### config.mk
export PLATFORM = sky130hd
export DESIGN_NAME = serial_port_expander_command_flat
export DESIGN_NICKNAME = d
export VERILOG_FILES = /design/src/rtl/core/spe_pkg.sv /design/src/rtl/core/spe_if.sv /design/src/rtl/core/spe_decode.sv /design/src/rtl/core/spe_out_stage.sv /design/src/rtl/core/serial_port_expander_command.sv /design/src/flat_wrapper.sv
export SDC_FILE = /design/constraint.sdc
export NUM_CORES = 1
export LEC_CHECK = 0
export BUFFER_PORTS_ARGS = -buffer_cell sky130_fd_sc_hd__buf_2
export CAP_MARGIN = 20
export CORE_ASPECT_RATIO = 0.6
export CORE_MARGIN = 5
export CORE_UTILIZATION = 54
export CTS_BUF_LIST = sky130_fd_sc_hd__clkbuf_4 sky130_fd_sc_hd__clkbuf_8
export DETAILED_ROUTE_END_ITERATION = 8
export PLACE_DENSITY_LB_ADDON = 0.12
export SLEW_MARGIN = 20
export SYNTH_ARGS = -nofsm -noshare
export SYNTH_HDL_FRONTEND = slang
export SYNTH_SLANG_ARGS = --single-unit
### constraint.sdc
create_clock -name clk -period 5.6 [get_ports clk]
set_input_delay 0.56 -clock clk [delete_from_list [all_inputs] [get_ports clk]]
set_output_delay 0.56 -clock clk [all_outputs]
set_load 0.05 [all_outputs]
### src/rtl/core/spe_pkg.sv
`timescale 1ns / 1ps
`default_nettype none

package spe_pkg;

    localparam int PORT_MAX = 16;
    localparam int MATCH_W = 4;

    localparam logic [MATCH_W-1:0] UNLOCK_LEN = 4'd14;
    localparam logic [MATCH_W-1:0] UNLOCK_LAST = 4'd13;

    localparam logic [7:0] SIGNAL_CODE = 8'hFF;
    localparam logic [7:0] LOCK_CODE = 8'h80;

    localparam int BIT_OUTPUT = 6;
    localparam int BIT_PULLUP = 5;
    localparam int BIT_LEVEL = 4;

    typedef struct packed {
        logic [7:0]          reply_byte;
        logic [PORT_MAX-1:0] direction_mask;
        logic [PORT_MAX-1:0] drive_mask;
        logic                expander_active;
    } spe_result_t;

    // Unlock string, terminating zero byte included.
    function automatic logic [7:0] unlock_byte(input logic [MATCH_W-1:0] pos);
        logic [7:0] b;
        case (pos)
            4'd0:    b = 8'h4F;  // O
            4'd1:    b = 8'h50;  // P
            4'd2:    b = 8'h44;  // D
            4'd3:    b = 8'h49;  // I
            4'd4:    b = 8'h44;  // D
            4'd5:    b = 8'h47;  // G
            4'd6:    b = 8'h42;  // B
            4'd7:    b = 8'h50;  // P
            4'd8:    b = 8'h45;  // E
            4'd9:    b = 8'h49;  // I
            4'd10:   b = 8'h4E;  // N
            4'd11:   b = 8'h49;  // I
            4'd12:   b = 8'h54;  // T
            default: b = 8'h00;
        endcase
        return b;
    endfunction

endpackage

`default_nettype wire

### src/rtl/core/spe_if.sv
`timescale 1ns / 1ps
`default_nettype none

interface spe_cmd_if;
    logic        valid;
    logic        ready;
    logic [7:0]  rx_byte;
    logic [15:0] pin_levels;

    modport source (output valid, output rx_byte, output pin_levels, input ready);
    modport sink (input valid, input rx_byte, input pin_levels, output ready);
endinterface

interface spe_reply_if;
    logic        valid;
    logic        ready;
    logic [7:0]  reply_byte;
    logic [15:0] direction_mask;
    logic [15:0] drive_mask;
    logic        expander_active;

    modport source (output valid, output reply_byte, output direction_mask,
                    output drive_mask, output expander_active, input ready);
    modport sink (input valid, input reply_byte, input direction_mask,
                  input drive_mask, input expander_active, output ready);
endinterface

`default_nettype wire

### src/rtl/core/spe_decode.sv
`timescale 1ns / 1ps
`default_nettype none

module spe_decode
    import spe_pkg::*;
#(
    parameter int PORT_COUNT = 16
)
(
    input  wire logic [7:0]            rx_byte,
    input  wire logic [15:0]           pin_levels,
    input  wire logic                  unlocked,
    input  wire logic [MATCH_W-1:0]    match_pos,
    input  wire logic [PORT_COUNT-1:0] direction,
    input  wire logic [PORT_COUNT-1:0] drive,
    output logic                       unlocked_next,
    output logic [MATCH_W-1:0]         match_pos_next,
    output logic [PORT_COUNT-1:0]      direction_next,
    output logic [PORT_COUNT-1:0]      drive_next,
    output logic                       emit,
    output spe_result_t                result
);

    logic                  is_out;
    logic                  is_pull;
    logic                  level;
    logic [3:0]            port;
    logic [PORT_COUNT-1:0] sel;
    logic                  pin;
    logic [7:0]            reply;

    assign is_out = rx_byte[BIT_OUTPUT];
    assign is_pull = rx_byte[BIT_PULLUP];
    assign level = rx_byte[BIT_LEVEL];
    assign port = rx_byte[3:0];

    // One-hot port select; stays zero for a port number of PORT_COUNT or above.
    always_comb
    begin
        for (int i = 0; i < PORT_COUNT; i++)
        begin
            sel[i] = (port == 4'(i));
        end
    end

    assign pin = |(pin_levels[PORT_COUNT-1:0] & sel);

    always_comb
    begin
        unlocked_next = unlocked;
        match_pos_next = match_pos;
        direction_next = direction;
        drive_next = drive;
        emit = 1'b0;
        reply = SIGNAL_CODE;

        if (!unlocked)
        begin
            if (match_pos < UNLOCK_LEN && rx_byte == unlock_byte(match_pos))
            begin
                match_pos_next = match_pos + 4'd1;
                if (match_pos == UNLOCK_LAST)
                begin
                    unlocked_next = 1'b1;
                    emit = 1'b1;
                end
            end
            else
            begin
                match_pos_next = '0;
            end
        end
        else if (rx_byte == SIGNAL_CODE)
        begin
            emit = 1'b1;
        end
        else if (rx_byte == LOCK_CODE)
        begin
            unlocked_next = 1'b0;
            match_pos_next = '0;
            emit = 1'b1;
        end
        else if (is_out && is_pull)
        begin
            emit = 1'b1;
        end
        else if (is_out)
        begin
            direction_next = direction | sel;
            drive_next = level ? (drive | sel) : (drive & ~sel);
            reply = rx_byte;
            emit = 1'b1;
        end
        else
        begin
            direction_next = direction & ~sel;
            drive_next = is_pull ? (drive | sel) : (drive & ~sel);
            reply = rx_byte;
            reply[BIT_LEVEL] = pin;
            emit = 1'b1;
        end
    end

    always_comb
    begin
        result.reply_byte = reply;
        result.direction_mask = PORT_MAX'(direction_next);
        result.drive_mask = PORT_MAX'(drive_next);
        result.expander_active = unlocked_next;
    end

endmodule

`default_nettype wire

### src/rtl/core/spe_out_stage.sv
`timescale 1ns / 1ps
`default_nettype none

module spe_out_stage
    import spe_pkg::*;
(
    input  wire logic         clk,
    input  wire logic         rst_n,
    input  wire logic         load,
    input  wire spe_result_t  result,
    output logic              space,
    spe_reply_if.source       rsp
);

    logic        valid_reg;
    logic        valid_next;
    spe_result_t data_reg;

    // The register can take a new reply in the same cycle the old one leaves.
    assign space = !valid_reg || rsp.ready;

    always_comb
    begin
        if (load)
        begin
            valid_next = 1'b1;
        end
        else if (rsp.ready)
        begin
            valid_next = 1'b0;
        end
        else
        begin
            valid_next = valid_reg;
        end
    end

    always_ff @(posedge clk or negedge rst_n)
    begin
        if (!rst_n)
        begin
            valid_reg <= 1'b0;
        end
        else
        begin
            valid_reg <= valid_next;
        end
    end

    always_ff @(posedge clk)
    begin
        if (load)
        begin
            data_reg <= result;
        end
    end

    assign rsp.valid = valid_reg;
    assign rsp.reply_byte = data_reg.reply_byte;
    assign rsp.direction_mask = data_reg.direction_mask;
    assign rsp.drive_mask = data_reg.drive_mask;
    assign rsp.expander_active = data_reg.expander_active;

endmodule

`default_nettype wire

### src/rtl/core/serial_port_expander_command.sv
// Command decoder for a serial port expander. Each cmd transaction carries one
// received byte and the sampled pin levels; the block stays locked until it
// has seen the unlock string "OPDIDGBPEINIT" and its zero byte, then answers
// test, lock and port commands and keeps the direction and drive bits of
// PORT_COUNT ports. A byte that causes a reply shows it on rsp in the cycle after
// the transaction; bytes that only advance the unlock match give no reply. The
// decode sits between the state registers and a single reply register, and a
// new byte is taken every cycle as long as the reply register is empty or
// being read in that cycle, so the sustained rate is one byte per cycle.
`timescale 1ns / 1ps
`default_nettype none

module serial_port_expander_command
    import spe_pkg::*;
#(
    parameter int PORT_COUNT = 16
)
(
    input  wire logic   clk,
    input  wire logic   rst_n,
    spe_cmd_if.sink     cmd,
    spe_reply_if.source rsp
);

    logic                  unlocked_reg;
    logic                  unlocked_next;
    logic [MATCH_W-1:0]    match_pos_reg;
    logic [MATCH_W-1:0]    match_pos_next;
    logic [PORT_COUNT-1:0] direction_reg;
    logic [PORT_COUNT-1:0] direction_next;
    logic [PORT_COUNT-1:0] drive_reg;
    logic [PORT_COUNT-1:0] drive_next;
    logic                  emit;
    logic                  space;
    logic                  accept;
    spe_result_t           result;

    assign cmd.ready = space;
    assign accept = cmd.valid && space;

    spe_decode #(
        .PORT_COUNT(PORT_COUNT)
    ) u_decode (
        .rx_byte        (cmd.rx_byte),
        .pin_levels     (cmd.pin_levels),
        .unlocked       (unlocked_reg),
        .match_pos      (match_pos_reg),
        .direction      (direction_reg),
        .drive          (drive_reg),
        .unlocked_next  (unlocked_next),
        .match_pos_next (match_pos_next),
        .direction_next (direction_next),
        .drive_next     (drive_next),
        .emit           (emit),
        .result         (result)
    );

    always_ff @(posedge clk or negedge rst_n)
    begin
        if (!rst_n)
        begin
            unlocked_reg <= 1'b0;
            match_pos_reg <= '0;
            direction_reg <= '0;
            drive_reg <= '0;
        end
        else if (accept)
        begin
            unlocked_reg <= unlocked_next;
            match_pos_reg <= match_pos_next;
            direction_reg <= direction_next;
            drive_reg <= drive_next;
        end
    end

    spe_out_stage u_out (
        .clk    (clk),
        .rst_n  (rst_n),
        .load   (accept && emit),
        .result (result),
        .space  (space),
        .rsp    (rsp)
    );

    // While locked the match position never runs past the last unlock byte.
    a_match_range: assert property (@(posedge clk) disable iff (!rst_n)
        !unlocked_reg |-> match_pos_reg <= UNLOCK_LAST)
        else $error("unlock match position out of range");

    // A locked block replies only on the final unlock byte.
    a_locked_reply: assert property (@(posedge clk) disable iff (!rst_n)
        accept && emit && !unlocked_reg |-> match_pos_reg == UNLOCK_LAST)
        else $error("reply while locked before the unlock string completed");

    // Only an accepted lock command locks the block again.
    a_relock: assert property (@(posedge clk) disable iff (!rst_n)
        $fell(unlocked_reg) |-> $past(accept && cmd.rx_byte == LOCK_CODE))
        else $error("block locked without a lock command");

    // Port state cannot change while the block is locked.
    a_locked_ports: assert property (@(posedge clk) disable iff (!rst_n)
        $past(!unlocked_reg) |-> $stable(direction_reg) && $stable(drive_reg))
        else $error("port state changed while locked");

endmodule

`default_nettype wire
### src/flat_wrapper.sv
// flat-port wrapper written by rule: the top's interface ports become plain ports
module serial_port_expander_command_flat import spe_pkg::*;
#(
    parameter int PORT_COUNT = 16
)
  (clk, rst_n, cmd_valid, cmd_rx_byte, cmd_pin_levels, cmd_ready, rsp_valid, rsp_reply_byte, rsp_direction_mask, rsp_drive_mask, rsp_expander_active, rsp_ready);
  spe_cmd_if cmd_i ();
  spe_reply_if rsp_i ();
  input  wire logic clk;
  input  wire logic rst_n;
  input wire logic [$bits(cmd_i.valid)-1:0] cmd_valid;
  input wire logic [$bits(cmd_i.rx_byte)-1:0] cmd_rx_byte;
  input wire logic [$bits(cmd_i.pin_levels)-1:0] cmd_pin_levels;
  output wire logic [$bits(cmd_i.ready)-1:0] cmd_ready;
  output wire logic [$bits(rsp_i.valid)-1:0] rsp_valid;
  output wire logic [$bits(rsp_i.reply_byte)-1:0] rsp_reply_byte;
  output wire logic [$bits(rsp_i.direction_mask)-1:0] rsp_direction_mask;
  output wire logic [$bits(rsp_i.drive_mask)-1:0] rsp_drive_mask;
  output wire logic [$bits(rsp_i.expander_active)-1:0] rsp_expander_active;
  input wire logic [$bits(rsp_i.ready)-1:0] rsp_ready;
  assign cmd_i.valid = cmd_valid;
  assign cmd_i.rx_byte = cmd_rx_byte;
  assign cmd_i.pin_levels = cmd_pin_levels;
  assign cmd_ready = cmd_i.ready;
  assign rsp_valid = rsp_i.valid;
  assign rsp_reply_byte = rsp_i.reply_byte;
  assign rsp_direction_mask = rsp_i.direction_mask;
  assign rsp_drive_mask = rsp_i.drive_mask;
  assign rsp_expander_active = rsp_i.expander_active;
  assign rsp_i.ready = rsp_ready;
  serial_port_expander_command #(.PORT_COUNT(PORT_COUNT)) u_core (.clk(clk), .rst_n(rst_n), .cmd(cmd_i), .rsp(rsp_i));
endmodule
==> results.toml <==
[critical_path]
cp.arrival_ps = 3420
critical_path_buf_inv_count = 2
rr_worst_depth = 9
worstPathRequired_ps = 5650
path_cells = "inv_1 > ha_1 > nor2b_1 > a211oi_1 > xor2_1 > nor4_2 > a31oi_1 > nor2_4 > buf_12"
cpLargestDelayFamily = "simple AND/OR/NAND/NOR gates"
endpoint_kind = "flop"
cp_max_fo = 25
timing.rr.start = "u_core.match_pos_reg[0]$_DFFE_PN0P_"
worst-setup-path-type = "flop to flop"
slowest_delay_ps = 590
critPathLaunchType = "flop"
reg2reg_to = "u_core.u_out.rsp.drive_mask[9]$_DFFE_PP_"
cp_slowest_cell = "nor4_2"
reg2reg_slack_ps = 2240

[pwr]
power.leakage_uw = 0.001670
p_per_area_nw_per_um2 = 229.9
peakVddDrop_uv = 130.2

[global_route]
grt_pass1_vias = 3117
grt_pass1_wl_um = 15370
antenna_found_initial = 0
overflow = 0
grt_start_max_net_pins = 53
track_usage_pct = 20.80

[timing]
timing.final.crit_share_pct = 60.08
finalHoldViolCount = 0
worst_pin_slew_ps = 956.3
rsz0062_at_grt = "false"
fin_crit_ps = 3365
fin_setup_tns_ps = 0
max-slew-margin-rel_pct = 36.25
finalSetupViolCount = 0
finalMaxSlewViolations = 0
skew_ps = 6.323
clock.fmax_mhz = 297.2
finalWorstSetupSlack_ps = 2235

[synthesis]
yosysUniqueCellTypes = 54
synth_seq_cells = 79
synth_xor_xnor_area_share_pct = 1.093
synth_ff_type = "edfxtp_1"
yosysSeqAreaShare_pct = 54.45
synth_top_family_by_area = "compound AO/OA/AOI/OAI gates"
synth_top_area_cell = "edfxtp_1"
synth_compound_area_share_pct = 21.14
syn_area_per_cell_um2 = 10.38
synth_area_um2 = 4008
yosysWarnings = 0
synth-simple-area-share_pct = 14.89
synthArstFlopShare_pct = 48.10
synthCells = 386
synth_nets = 419
synth-edff-count = 41
synth_area_leaders = "edfxtp_1, dfrtp_1, a21oi_1, a31oi_1, nand2_1"
synthAdderAreaFrac_pct = 1.561
synth_mux_area_share_pct = 1.873
synth_top_area_share_pct = 30.72

[floorplan]
num_rows = 24
core_area_um2 = 7237
die_w_um = 121.2
start_util_pct = 55.38
io_pins = 71
dieArea_um2 = 9301
die-height_um = 76.73

[clocking]
clock_sinks = 79
clk_path_buf_depth = 2
cts_resized = 0
cts_hold_repair.buffers = 0
clk_latency_ps = 350
cts_buffers = 9
tritoncts = "built"
path_clk_slew_ps = 80
cts_root_buf = "clkbuf_8"
post_cts_buffers = 0
htree_levels = 3

[final_layout]
nets = 475
diodes = 0
syn2layout_area_growth_pct = 13.42
final_cells = 550
final_cell_mix = "a21oi_1, buf_2, edfxtp_1"
drive_gt1_share_pct = 24.89
layout_commonest_cell = "a21oi_1"
n_fill_cell = 616

[detailed_routing]
dr.pass1.iters = 6
routed_wl_um = 9152
vias_per_cell = 5.771
drt_iter0_drc = 316
ant_nets = 0
drcViolationCount = 0
vias = 3174
drt-wirelength-per-cell_um = 16.64

[placed_design]
hpwl_um = 6163
place_inst = 533
post-place-ws_ps = 1954
port_buffers = 70
gp_congestion = 0.8326

[worst_hold_path]
hold_path_class = "primary input to asynchronous set/reset pin"

[run_status]
status = "complete, no violations"

[run]
maxCapViolCount = 0
[metal layers]
| metal | track usage [%] | part of all wire (%) | vias to the layer above |
|---|---|---|---|
| met2 | 32.63 | 45 | 101 |
| met4 | 6.152 | 1.0 | 0 |
| li1 | - | - | 1555 |
| met5 | 0 | 0 | - |
| met1 | 28.83 | 47 | 1508 |
| met3 | 5.147 | 7.0 | 10 |
[worst max-delay path by stage]
stage / start / endpoint / slack (ps) / cells after the start
floorplan: u_core.match_pos_reg[0]$_DFFE_PN0P_ / u_core.u_out.rsp.direction_mask[0]$_DFFE_PP_ / 1460 / 8
global placement: u_core.match_pos_reg[0]$_DFFE_PN0P_ / u_core.u_out.rsp.direction_mask[10]$_DFFE_PP_ / 2070 / 8
detailed placement: u_core.match_pos_reg[0]$_DFFE_PN0P_ / u_core.u_out.rsp.direction_mask[10]$_DFFE_PP_ / 1950 / 8
CTS: u_core.match_pos_reg[0]$_DFFE_PN0P_ / u_core.u_out.rsp.drive_mask[2]$_DFFE_PP_ / 1940 / 8
global route: u_core.match_pos_reg[0]$_DFFE_PN0P_ / u_core.u_out.rsp.direction_mask[3]$_DFFE_PP_ / 2040 / 9
finish: u_core.match_pos_reg[0]$_DFFE_PN0P_ / u_core.u_out.rsp.drive_mask[9]$_DFFE_PP_ / 2240 / 9
[Yosys cell counts (5+ instances only)]
library cell	instances
nand3_2	7
nand2b_1	10
a31oi_1	33
a21oi_1	72
nor2_1	24
o21ai_1	7
o21ai_0	10
edfxtp_1	41
nand2_1	25
clkbuf_1	15
buf_6	6
ha_1	5
inv_1	9
nor3_1	10
dfrtp_1	38
nand3_1	7
[through the flow]
stage	util, %	area [um^2]	hold WS, ps	power (uW)
global route	62.81	4546	404.9	1094
global placement	59.98	4340	462.1	682.5
CTS	62.31	4509	352.0	1052
finish	62.81	4546	328.2	1045
detailed placement	59.98	4340	470.8	684.0
floorplan	-	4008	264.4	656.9
[layout make-up]
cell class | count | area, um^2 | area share, %
Sequential cell | 79 | 2182 | 48.00
Multi-Input combinational cell | 270 | 1638 | 36.03
Timing Repair Buffer | 73 | 392.9 | 8.643
Clock buffer | 13 | 160.2 | 3.523
Tap cell | 104 | 130.1 | 2.863
Inverter | 9 | 33.78 | 0.7432
Clock inverter | 2 | 8.758 | 0.1927
[power by group]
part	internal, uW	switching, uW
clock network	184	188
registers	606	0.0586
logic	19.9	46.9
total	810	235
[cell families after synthesis]
kind of cell / count (synthesis)
adder cells (fa/ha/maj): 5
AO/OA/AOI/OAI: 144
flip-flops: 79
buffers and inverters: 37
AND/OR/NAND/NOR: 109
multiplexers: 7
XOR/XNOR: 5
Note: power is estimated with default switching activity, not from simulation.
